<file path="src/hdl/bmrq_pkg.sv">
// bmrq_pkg: action and status codes for the multilevel ready queue.
// No dependencies; used by bitmap_multilevel_ready_queue_core.
package bmrq_pkg;

    typedef logic [1:0] action_t;
    typedef logic [1:0] status_t;

    localparam action_t ACT_ADD_BACK  = 2'd0;
    localparam action_t ACT_ADD_FRONT = 2'd1;
    localparam action_t ACT_REMOVE    = 2'd2;
    localparam action_t ACT_NONE      = 2'd3;

    localparam status_t ST_DONE  = 2'd0;
    localparam status_t ST_FULL  = 2'd1;
    localparam status_t ST_EMPTY = 2'd2;

endpackage

</file>
<file path="src/hdl/bitmap_multilevel_ready_queue_core.sv">
// bitmap_multilevel_ready_queue_core: per-level task rings in a pointer memory and
// a task memory, bitmap of non-empty levels, front-task cache. Uses bmrq_pkg.
//
// Usage:
//   A transaction is accepted on a rising edge with start high and busy low;
//   action, task_id and level are sampled there. busy is high in the S_PTR and
//   S_FRONT states that follow acceptance. As busy falls, done is high for exactly
//   one cycle with ready_res, next_task, next_level, level_map and status; a new
//   start is taken in that same cycle, and not while busy is high.
//   The pointer memory is read at the accepting edge; the first busy cycle
//   updates pointers, writes the task memory and, on a remove, reads the new
//   front slot; the front cache and the result registers load at the end of
//   the second busy cycle.
//   The pointer memory read-modify-write of one transaction finishes before the
//   next read is issued, so no forwarding path into it is needed.
//   Reset (rst_n low, asynchronous) empties every level at once through per-level
//   valid bits; the task memory is not cleared and no sweep is run.
//   The receiver cannot stall: results are presented once and not held.
module bitmap_multilevel_ready_queue_core #(
    parameter int LEVELS     = 16,
    parameter int RING_DEPTH = 8,
    parameter int TASK_BITS  = 8
) (
    input  logic        clk,
    input  logic        rst_n,
    input  logic        start,
    output logic        busy,
    input  logic [1:0]  action,
    input  logic [7:0]  task_id,
    input  logic [3:0]  level,
    output logic        done,
    output logic        ready_res,
    output logic [7:0]  next_task,
    output logic [3:0]  next_level,
    output logic [15:0] level_map,
    output logic [1:0]  status
);

    localparam int LVL_W  = (LEVELS > 1) ? $clog2(LEVELS) : 1;
    localparam int PTR_W  = $clog2(RING_DEPTH);
    localparam int CNT_W  = $clog2(RING_DEPTH + 1);
    localparam int SLOTS  = LEVELS * RING_DEPTH;
    localparam int ADDR_W = $clog2(SLOTS);

    localparam logic [1:0] S_IDLE  = 2'd0;
    localparam logic [1:0] S_PTR   = 2'd1;
    localparam logic [1:0] S_FRONT = 2'd2;

    typedef struct packed {
        logic [PTR_W-1:0] head;
        logic [PTR_W-1:0] tail;
        logic [CNT_W-1:0] count;
    } ring_ptr_t;

    function automatic logic [PTR_W-1:0] step_up(input logic [PTR_W-1:0] pos);
        step_up = (pos == PTR_W'(RING_DEPTH - 1)) ? '0 : pos + PTR_W'(1);
    endfunction

    function automatic logic [PTR_W-1:0] step_down(input logic [PTR_W-1:0] pos);
        step_down = (pos == '0) ? PTR_W'(RING_DEPTH - 1) : pos - PTR_W'(1);
    endfunction

    function automatic logic [ADDR_W-1:0] slot(input logic [LVL_W-1:0] lvl,
                                               input logic [PTR_W-1:0] pos);
        slot = ADDR_W'(lvl) * ADDR_W'(RING_DEPTH) + ADDR_W'(pos);
    endfunction

    ring_ptr_t              ptr_mem [LEVELS];
    logic [TASK_BITS-1:0]   store_mem [SLOTS];
    logic [TASK_BITS-1:0]   front_mem [LEVELS];

    logic [1:0]             state_reg, state_next;
    bmrq_pkg::action_t      act_reg;
    logic [TASK_BITS-1:0]   tid_reg;
    logic [LVL_W-1:0]       lvl_reg;
    logic                   lvl_ok_reg;
    logic [LEVELS-1:0]      ptr_vld_reg;
    logic                   rd_vld_reg;
    ring_ptr_t              ptr_rd_reg;
    logic [LEVELS-1:0]      map_reg, map_next;
    bmrq_pkg::status_t      st_reg, st_next;
    logic                   fupd_reg, fupd_next;
    logic                   fmem_reg, fmem_next;
    logic [TASK_BITS-1:0]   store_rd_reg;

    logic                   done_reg;
    logic                   ready_reg;
    logic [TASK_BITS-1:0]   task_reg;
    logic [LVL_W-1:0]       nlvl_reg;
    logic [LEVELS-1:0]      lmap_reg;
    bmrq_pkg::status_t      status_reg;

    logic                   accept;
    logic                   in_lvl_ok;
    logic [LVL_W-1:0]       in_lvl;
    ring_ptr_t              cur, upd;
    logic                   ptr_we, store_we;
    logic [ADDR_W-1:0]      store_wa, store_ra;
    logic [LVL_W-1:0]       win;
    logic [TASK_BITS-1:0]   new_front, win_task;

    assign accept    = start && (state_reg == S_IDLE);
    assign busy      = (state_reg != S_IDLE);
    assign in_lvl    = level[LVL_W-1:0];
    assign in_lvl_ok = (5'(level) < 5'(LEVELS));
    assign cur       = rd_vld_reg ? ptr_rd_reg : '0;

    always_comb
    begin
        state_next = state_reg;
        unique case (state_reg)
            S_IDLE:  state_next = accept ? S_PTR : S_IDLE;
            S_PTR:   state_next = S_FRONT;
            S_FRONT: state_next = S_IDLE;
            default: state_next = S_IDLE;
        endcase
    end

    // Pointer update, bitmap and status, and task memory access for the addressed level
    always_comb
    begin
        upd       = cur;
        map_next  = map_reg;
        st_next   = bmrq_pkg::ST_DONE;
        fupd_next = 1'b0;
        fmem_next = 1'b0;
        ptr_we    = 1'b0;
        store_we  = 1'b0;
        store_wa  = slot(lvl_reg, cur.tail);
        store_ra  = slot(lvl_reg, step_up(cur.head));
        unique case (act_reg) inside
            bmrq_pkg::ACT_ADD_BACK, bmrq_pkg::ACT_ADD_FRONT:
            begin
                if (!lvl_ok_reg || cur.count == CNT_W'(RING_DEPTH)) begin
                    st_next = bmrq_pkg::ST_FULL;
                end else begin
                    ptr_we    = 1'b1;
                    store_we  = 1'b1;
                    upd.count = cur.count + CNT_W'(1);
                    map_next[lvl_reg] = 1'b1;
                    if (act_reg == bmrq_pkg::ACT_ADD_BACK) begin
                        upd.tail  = step_up(cur.tail);
                        fupd_next = (cur.count == '0);
                    end else begin
                        upd.head  = step_down(cur.head);
                        store_wa  = slot(lvl_reg, step_down(cur.head));
                        fupd_next = 1'b1;
                    end
                end
            end
            bmrq_pkg::ACT_REMOVE:
            begin
                if (!lvl_ok_reg || cur.count == '0) begin
                    st_next = bmrq_pkg::ST_EMPTY;
                end else begin
                    ptr_we    = 1'b1;
                    upd.count = cur.count - CNT_W'(1);
                    upd.head  = step_up(cur.head);
                    if (cur.count == CNT_W'(1)) begin
                        map_next[lvl_reg] = 1'b0;
                    end else begin
                        fupd_next = 1'b1;
                        fmem_next = 1'b1;
                    end
                end
            end
            default: ;
        endcase
    end

    // Highest-priority non-empty level
    always_comb
    begin
        win = '0;
        for (int i = LEVELS - 1; i >= 0; i--) begin
            if (map_reg[i]) begin
                win = LVL_W'(i);
            end
        end
    end

    assign new_front = fmem_reg ? store_rd_reg : tid_reg;
    assign win_task  = (fupd_reg && win == lvl_reg) ? new_front : front_mem[win];

    always_ff @(posedge clk or negedge rst_n)
    begin
        if (!rst_n) begin
            state_reg   <= S_IDLE;
            ptr_vld_reg <= '0;
            map_reg     <= '0;
            done_reg    <= 1'b0;
        end else begin
            state_reg <= state_next;
            done_reg  <= (state_reg == S_FRONT);
            if (state_reg == S_PTR) begin
                map_reg <= map_next;
                if (ptr_we) begin
                    ptr_vld_reg[lvl_reg] <= 1'b1;
                end
            end
        end
    end

    always_ff @(posedge clk)
    begin
        if (accept) begin
            act_reg    <= action;
            tid_reg    <= task_id[TASK_BITS-1:0];
            lvl_reg    <= in_lvl;
            lvl_ok_reg <= in_lvl_ok;
            rd_vld_reg <= ptr_vld_reg[in_lvl];
        end
        if (state_reg == S_PTR) begin
            st_reg   <= st_next;
            fupd_reg <= fupd_next;
            fmem_reg <= fmem_next;
        end
        if (state_reg == S_FRONT) begin
            ready_reg  <= |map_reg;
            task_reg   <= (|map_reg) ? win_task : '0;
            nlvl_reg   <= win;
            lmap_reg   <= map_reg;
            status_reg <= st_reg;
            if (fupd_reg) begin
                front_mem[lvl_reg] <= new_front;
            end
        end
    end

    // Pointer memory: one read, one write port
    always_ff @(posedge clk)
    begin
        if (state_reg == S_PTR && ptr_we) begin
            ptr_mem[lvl_reg] <= upd;
        end
        ptr_rd_reg <= ptr_mem[in_lvl];
    end

    // Task memory: one read, one write port
    always_ff @(posedge clk)
    begin
        if (state_reg == S_PTR && store_we) begin
            store_mem[store_wa] <= tid_reg;
        end
        store_rd_reg <= store_mem[store_ra];
    end

    assign done       = done_reg;
    assign ready_res  = done_reg ? ready_reg : 1'b0;
    assign next_task  = 8'(task_reg);
    assign next_level = 4'(nlvl_reg);
    assign level_map  = 16'(lmap_reg);
    assign status     = status_reg;

    a_done_after_front: assert property (@(posedge clk) disable iff (!rst_n)
        done_reg |-> $past(state_reg) == S_FRONT)
        else $error("done without a completed transaction");

    a_accept_seq: assert property (@(posedge clk) disable iff (!rst_n)
        accept |=> state_reg == S_PTR ##1 state_reg == S_FRONT)
        else $error("sequencer skipped a step");

    a_ready_map: assert property (@(posedge clk) disable iff (!rst_n)
        done_reg |-> ready_reg == (|lmap_reg))
        else $error("ready flag disagrees with level map");

    a_count_bound: assert property (@(posedge clk) disable iff (!rst_n)
        (state_reg == S_PTR && ptr_we) |-> upd.count <= CNT_W'(RING_DEPTH))
        else $error("ring count beyond depth");

    a_map_count: assert property (@(posedge clk) disable iff (!rst_n)
        (state_reg == S_PTR && ptr_we) |-> map_next[lvl_reg] == (upd.count != '0))
        else $error("bitmap bit disagrees with ring count");

endmodule

</file>
<file path="config.mk">
export PLATFORM = sky130hd
export DESIGN_NAME = bitmap_multilevel_ready_queue_core
export DESIGN_NICKNAME = d
export VERILOG_FILES = /design/src/hdl/bmrq_pkg.sv /design/src/hdl/bitmap_multilevel_ready_queue_core.sv
export SDC_FILE = /design/constraint.sdc
export NUM_CORES = 2
export LEC_CHECK = 0
export BUFFER_PORTS_ARGS = -buffer_cell sky130_fd_sc_hd__buf_2
export CAP_MARGIN = 20
export CORE_MARGIN = 2
export CORE_UTILIZATION = 40
export DETAILED_ROUTE_END_ITERATION = 8
export PLACE_DENSITY_LB_ADDON = 0.1
export SETUP_SLACK_MARGIN = 0.15
export SKIP_LAST_GASP = 1
export SYNTH_ARGS = -nofsm -noshare
export SYNTH_HDL_FRONTEND = slang
export SYNTH_SLANG_ARGS = --single-unit
</file>
<file path="constraint.sdc">
create_clock -name clk -period 8 [get_ports clk]
set_input_delay 0.8 -clock clk [delete_from_list [all_inputs] [get_ports clk]]
set_output_delay 0.8 -clock clk [all_outputs]
set_load 0.02 [all_outputs]
</file>
# Yosys cells after proc, flatten, opt, wreduce, memory -nomap -nowiden
# Memories as Yosys holds them, arrays and structs flattened. A register that Yosys moved wholly into a read port is not among the register bits.
# Cells that the tools add are included.
dict set report word_totals {
  out_inout_bits 33
  mem_count 3
  input_bits 17
  ramBits 1312
  reg_bits 77
}
# name words width rd rd_ports_with_merged_regs wr line_no
set mem_list {}
lappend mem_list {store_mem 128 8 1 1 1 bitmap_multilevel_ready_queue_core.sv:69} ;# logic [TASK_BITS-1:0] store_mem [SLOTS];
lappend mem_list {ptr_mem 16 10 1 1 1 bitmap_multilevel_ready_queue_core.sv:68} ;# ring_ptr_t ptr_mem [LEVELS];
lappend mem_list {front_mem 16 8 1 1 1 bitmap_multilevel_ready_queue_core.sv:70} ;# logic [TASK_BITS-1:0] front_mem [LEVELS];
dict set report op_classes {
  n_mux 62
  bitwise_logic 4
  n_reduce_logical 15
  magnitude_cmp 3
  eq_ne 11
  n_addsub 8
}
# operator n
set op_table {}
lappend op_table {{$mux 4} 17}
lappend op_table {{$mux 16} 3}
lappend op_table {{$or 16x16->16} 2}
lappend op_table {{$pmux 16 s2} 1}
lappend op_table {{$add 7x3->7} 3}
lappend op_table {{$mux 3} 7}
lappend op_table {{$mux 7} 3}
lappend op_table {{$mux 10} 2}
lappend op_table {{$mux 1} 19}
lappend op_table {{$and 16x16->16} 1}
lappend op_table {{$not 16->16} 1}
lappend op_table {{$reduce_or 16->1} 1}
lappend op_table {{$lt 4x5->1 const B} 2}
lappend op_table {{$mux 8} 1}
lappend op_table {{$pmux 2 s2} 2}
lappend op_table {{$pmux 4 s2} 1}
lappend op_table {{$add 3x1->3 const B} 2}
lappend op_table {{$eq 3x3->1 const B} 2}
lappend op_table {{$pmux 3 s2} 1}
lappend op_table {{$reduce_and 5->1} 1}
lappend op_table {{$add 4x1->4 const B} 1}
lappend op_table {{$bmux 1 s4} 1}
lappend op_table {{$demux 1 s4} 1}
lappend op_table {{$eq 2x1->1 const B} 2}
lappend op_table {{18 further kinds} 26}

# Logic depth before layout (Yosys ltp)
dict set report depth {
  depth_word 16
  ltp_mapped 14
}

# Least setup slack after synthesis
# No wires, ideal clock.
dict set report synth_path {
  path_kind {reg-to-reg}
  startpoint {register state_reg[0]}
  endpoint {memory front_mem[10][0] (enable)}
  setup_time_ns 0.383
  arrival_time_ns 3.156
  setup_slack_ns 4.461
  required_time_ns 7.617
  stages_incl_launch_ff 5
  path_cell_list {dfrtp_1 > nor2b_1 > nand2_1 > clkbuf_1 > nor3_1}
}
dict set report synth_between {
  elab_chain_cells 3
}
# item line_no
set synth_rtl {}
lappend synth_rtl {{start, declared} bitmap_multilevel_ready_queue_core.sv:72} ;# logic [1:0] state_reg, state_next;
lappend synth_rtl {{start signal, assigned} bitmap_multilevel_ready_queue_core.sv:193} ;# state_reg <= state_next;
lappend synth_rtl {{$eq 2x2->1} bitmap_multilevel_ready_queue_core.sv:218} ;# if (state_reg == S_FRONT) begin
lappend synth_rtl {{$mux 1} bitmap_multilevel_ready_queue_core.sv:218}
lappend synth_rtl {{$mux 1 (not written as such)} bitmap_multilevel_ready_queue_core.sv:225} ;# front_mem[lvl_reg] <= new_front;
lappend synth_rtl {{end, declared} bitmap_multilevel_ready_queue_core.sv:70}
# Every way passes these cells.

# Worst setup path in the final report
dict set report layout_path {
  startpoint {register rd_vld_reg}
  endpoint {memory store_mem[54][7] (enable)}
}
dict set report layout_between {
  elab_chain_cells 7
}
# item line_no
set layout_rtl {}
lappend layout_rtl {{start, declared} bitmap_multilevel_ready_queue_core.sv:78} ;# logic rd_vld_reg;
lappend layout_rtl {{start signal, assigned} bitmap_multilevel_ready_queue_core.sv:211} ;# rd_vld_reg <= ptr_vld_reg[in_lvl];
lappend layout_rtl {{$mux 10 *} bitmap_multilevel_ready_queue_core.sv:106} ;# assign cur = rd_vld_reg ? ptr_rd_reg : '0;
lappend layout_rtl {{$sub 3x1->3 (tied with other cells)} bitmap_multilevel_ready_queue_core.sv:60} ;# step_down = (pos == '0) ? PTR_W'(RING_DEPTH - 1) : pos - PTR_W'(1);
lappend layout_rtl {{$mux 3 or $mux 1 (tied branches)} {bitmap_multilevel_ready_queue_core.sv:60, bitmap_multilevel_ready_queue_core.sv:134}}
lappend layout_rtl {{$add 7x3->7 or $mux 1 (tied branches)} {bitmap_multilevel_ready_queue_core.sv:65, bitmap_multilevel_ready_queue_core.sv:131}}
lappend layout_rtl {{$mux 7 or $logic_and 1x1->1 (tied branches)} {bitmap_multilevel_ready_queue_core.sv:141, bitmap_multilevel_ready_queue_core.sv:242}}
lappend layout_rtl {{$mux 7 or $mux 1 (tied branches)} {bitmap_multilevel_ready_queue_core.sv:134, bitmap_multilevel_ready_queue_core.sv:242}}
lappend layout_rtl {{$mux 7 or $mux 1 (tied branches)} {bitmap_multilevel_ready_queue_core.sv:131, bitmap_multilevel_ready_queue_core.sv:243}}
lappend layout_rtl {{end, declared} bitmap_multilevel_ready_queue_core.sv:69}
# Mark *: on every way between the ends. The rest lies on a longest branch, timed or not.

==> flow_summary.json <==
{
  "hp-class": "in -> async",
  "rsz0062_at_grt": "no",
  "p_seq_share_pct": 46.6,
  "largest_register_ffs": 1024,
  "synthArstFlopShare_pct": 2.473,
  "status": "complete, no violations",
  "syn_nets": 2915,
  "grt_pass1_vias": 29020,
  "cp.arrival_ps": 4700,
  "finalClockSkew_ps": 20.88,
  "port_buffers": 49,
  "p_sw_mw": 4.727,
  "synthesis.area_um2": 55160,
  "ctsResizeCount": 0,
  "antenna_found_initial": 2,
  "grt_usage_pct": 20.41,
  "synth_edf_count": 1362,
  "hold-worst-slack_ps": 129.3,
  "grt_max_degree": 130,
  "syn_area_per_cell_um2": 19.08,
  "reg2reg_from": "rd_vld_reg",
  "intPower_mw": 13.55,
  "top_register": "store_mem",
  "htreeDepth": 4,
  "top_regs": "store_mem x1024, ptr_mem x160, front_mem x128",
  "syn_inst": 2891,
  "maxCapViolCount": 0,
  "max_stage_delay_ps": 880,
  "combPwrFrac_pct": 14.2,
  "worst_pin_slew_ps": 1077,
  "tns_ps": 0,
  "synthTopCellsByCount": "1362 x edfxtp_1, 311 x mux4_2, 290 x nand2_1, 160 x nor2_1, 128 x nand3_1",
  "num_rows": 136,
  "fin_nets": 3026,
  "place_inst": 4624,
  "slew_viol_final": 0,
  "crit_buf_inv": 0,
  "io_pins": 50,
  "rr_worst_depth": 7,
  "clkTransAtPathRegs_ps": 60,
  "vdd_drop_max_mv": 0.2390,
  "area_growth_pct": 13.85,
  "clk_path_buf_depth": 3,
  "grt_pass1_wl_um": 208300,
  "overflow": 0,
  "dp_hpwl_um": 83430,
  "clk-insertion-delay-late_ps": 790,
  "routedWlPerCell_um": 29.06,
  "ys.flop_type": "edfxtp_1",
  "slowest_stage": "or3b_2",
  "required_ps": 8400,
  "clock_sinks": 1415,
  "crit_family": "simple AND/OR/NAND/NOR gates",
  "cts_tree": "done",
  "cts_hold_buf": 0,
  "path_max_fanout": 16,
  "first_iter_violations": 2630,
  "die_area_um2": 140900,
  "setup_viol": 0,
  "synth_top_area_share_pct": 74.15,
  "ys_warn_count": 0,
  "vias": 28030,
  "yosys_register_bits": 1415,
  "die_h_um": 375.4,
  "power.density_nw_per_um2": 291.1,
  "initial_core_util_pct": 40.22,
  "power.share.clock_pct": 39.2,
  "ant_nets": 0,
  "start_kind": "flop",
  "drive_gt1_share_pct": 22.75,
  "finalWirelength_um": 142800,
  "r2r_slack_ps": 3710,
  "reg2reg_to": "store_mem[54][7]",
  "core-area_um2": 137200,
  "numCtsBuffers": 155,
  "diodes": 0,
  "crit_path_end_kind": "flop",
  "dr.pass1.iters": 7,
  "yosysSeqAreaShare_pct": 76.39,
  "hold_violations": 0,
  "synth_top_area_cell": "edfxtp_1",
  "yosysMostFrequentCell": "edfxtp_1",
  "cts_root_buf": "clkbuf_16",
  "vias_per_cell": 5.703,
  "p_sw_share_pct": 25.86,
  "post-route-period-util_pct": 53.68,
  "postCtsSetupBuffers": 0,
  "crit_chain": "nand2_1 -> ha_1 -> a31oi_2 -> nand2_1 -> o21ai_1 -> or3b_2 -> nor2_1",
  "crit_top_cell": "nand2_1",
  "period_minus_slack_ps": 4294,
  "yosys-top-cells-area": "edfxtp_1 74%, mux4_2 13%, nand2_1 2.0%, dfrtp_1 1.6%, nand3_1 1.2%",
  "die_w_um": 375.4,
  "critPathKind": "reg -> reg",
  "fin_cells": 4915,
  "fmax_mhz": 232.9,
  "startpoint": "rd_vld_reg",
  "relSlewSlack_pct": 28.23,
  "place.gp.congestion": 0.8061,
  "leakagePower_nw": 19.84,
  "synthDistinctLibCells": 67,
  "drc_errors": 0
}
[worst max path at each step]
stage,end,cells after the start
3_3_place_gp,store_rd_reg[6],10
4_1_cts,store_rd_reg[6],10
3_5_place_dp,store_rd_reg[6],10
2_1_floorplan,front_mem[10][0],4
5_1_grt,store_mem[24][2],5
6_report,store_mem[54][7],7
[worst reg2reg max path: stages, from the launching register on]
cell and delay (ps):
edfxtp_1 630, nand2_1 210, ha_1 320, a31oi_2 350, nand2_1 250, o21ai_1 440, or3b_2 880, nor2_1 810
[stage by stage]
step                instance area (um2)  total power [mW]  worst slack [ps]  utilization, %
floorplan                         55160             10.34              4461               -
detailed placement                57550             11.30              3553           41.96
global route                      62800             18.91              3452           45.79
CTS                               62650             18.46              3543           45.68
finish                            62800             18.28              3706           45.79
global placement                  57500             11.27              3651           41.93
[cell usage in the layout (no fill, tap or decap), types with 17 or more instances in the layout]
master        n
edfxtp_1   1362
mux4_2      311
nand2_1     290
clkbuf_16   158
nor2_1      157
nand3_1     128
buf_2        56
buf_4        51
o21ai_0      42
clkbuf_1     38
dfrtp_1      35
nor3_1       28
and3_1       23
mux2_2       21
clkinv_1     21
inv_1        20
a311oi_1     19
nand2b_1     18
bufinv_16    18
dfxtp_1      18
mux2i_1      17
a22o_1       17
clkinv_2     17
[cells by family after synthesis]
family / share of synthesized area, %
adders and majority gates: 0.1588
and+or+nand+nor: 5.832
DFF: 76.39
xor gates and xnor gates: 0.1429
buffers and inverters: 1.406
muxes: 13.44
AOI/OAI and AO/OA: 2.638
[routing by layer]
| layer | vias up | part of all wire, % | global-route usage [%] |
|---|---|---|---|
| met3 | 189 | 5.1 | 3.619 |
| met5 | - | 0 | 0 |
| met1 | 15060 | 43 | 28.07 |
| li1 | 11930 | - | - |
| met2 | 854 | 49 | 33.61 |
| met4 | 0 | 2.2 | 5.622 |
[power by group through the flow]
stage / registers, mW / logic [mW] / clock network [mW]
3_5_place_dp: 8.67 / 2.63 / 0
6_report: 8.52 / 2.60 / 7.17
5_1_grt: 8.52 / 2.80 / 7.59
3_3_place_gp: 8.66 / 2.61 / 0
4_1_cts: 8.51 / 2.64 / 7.31
2_1_floorplan: 8.70 / 1.63 / 0
[layout make-up]
cell class | count | area, um2
inverters | 24 | 97.59
clock buffers | 201 | 4165
well taps | 1794 | 2245
fillers | 11550 | 74350
multi-input cells | 1287 | 12380
clock inverters | 75 | 938.4
flip-flops and latches | 1415 | 42140
repair buffers | 119 | 843.3
(Power assumes the default switching activity.)
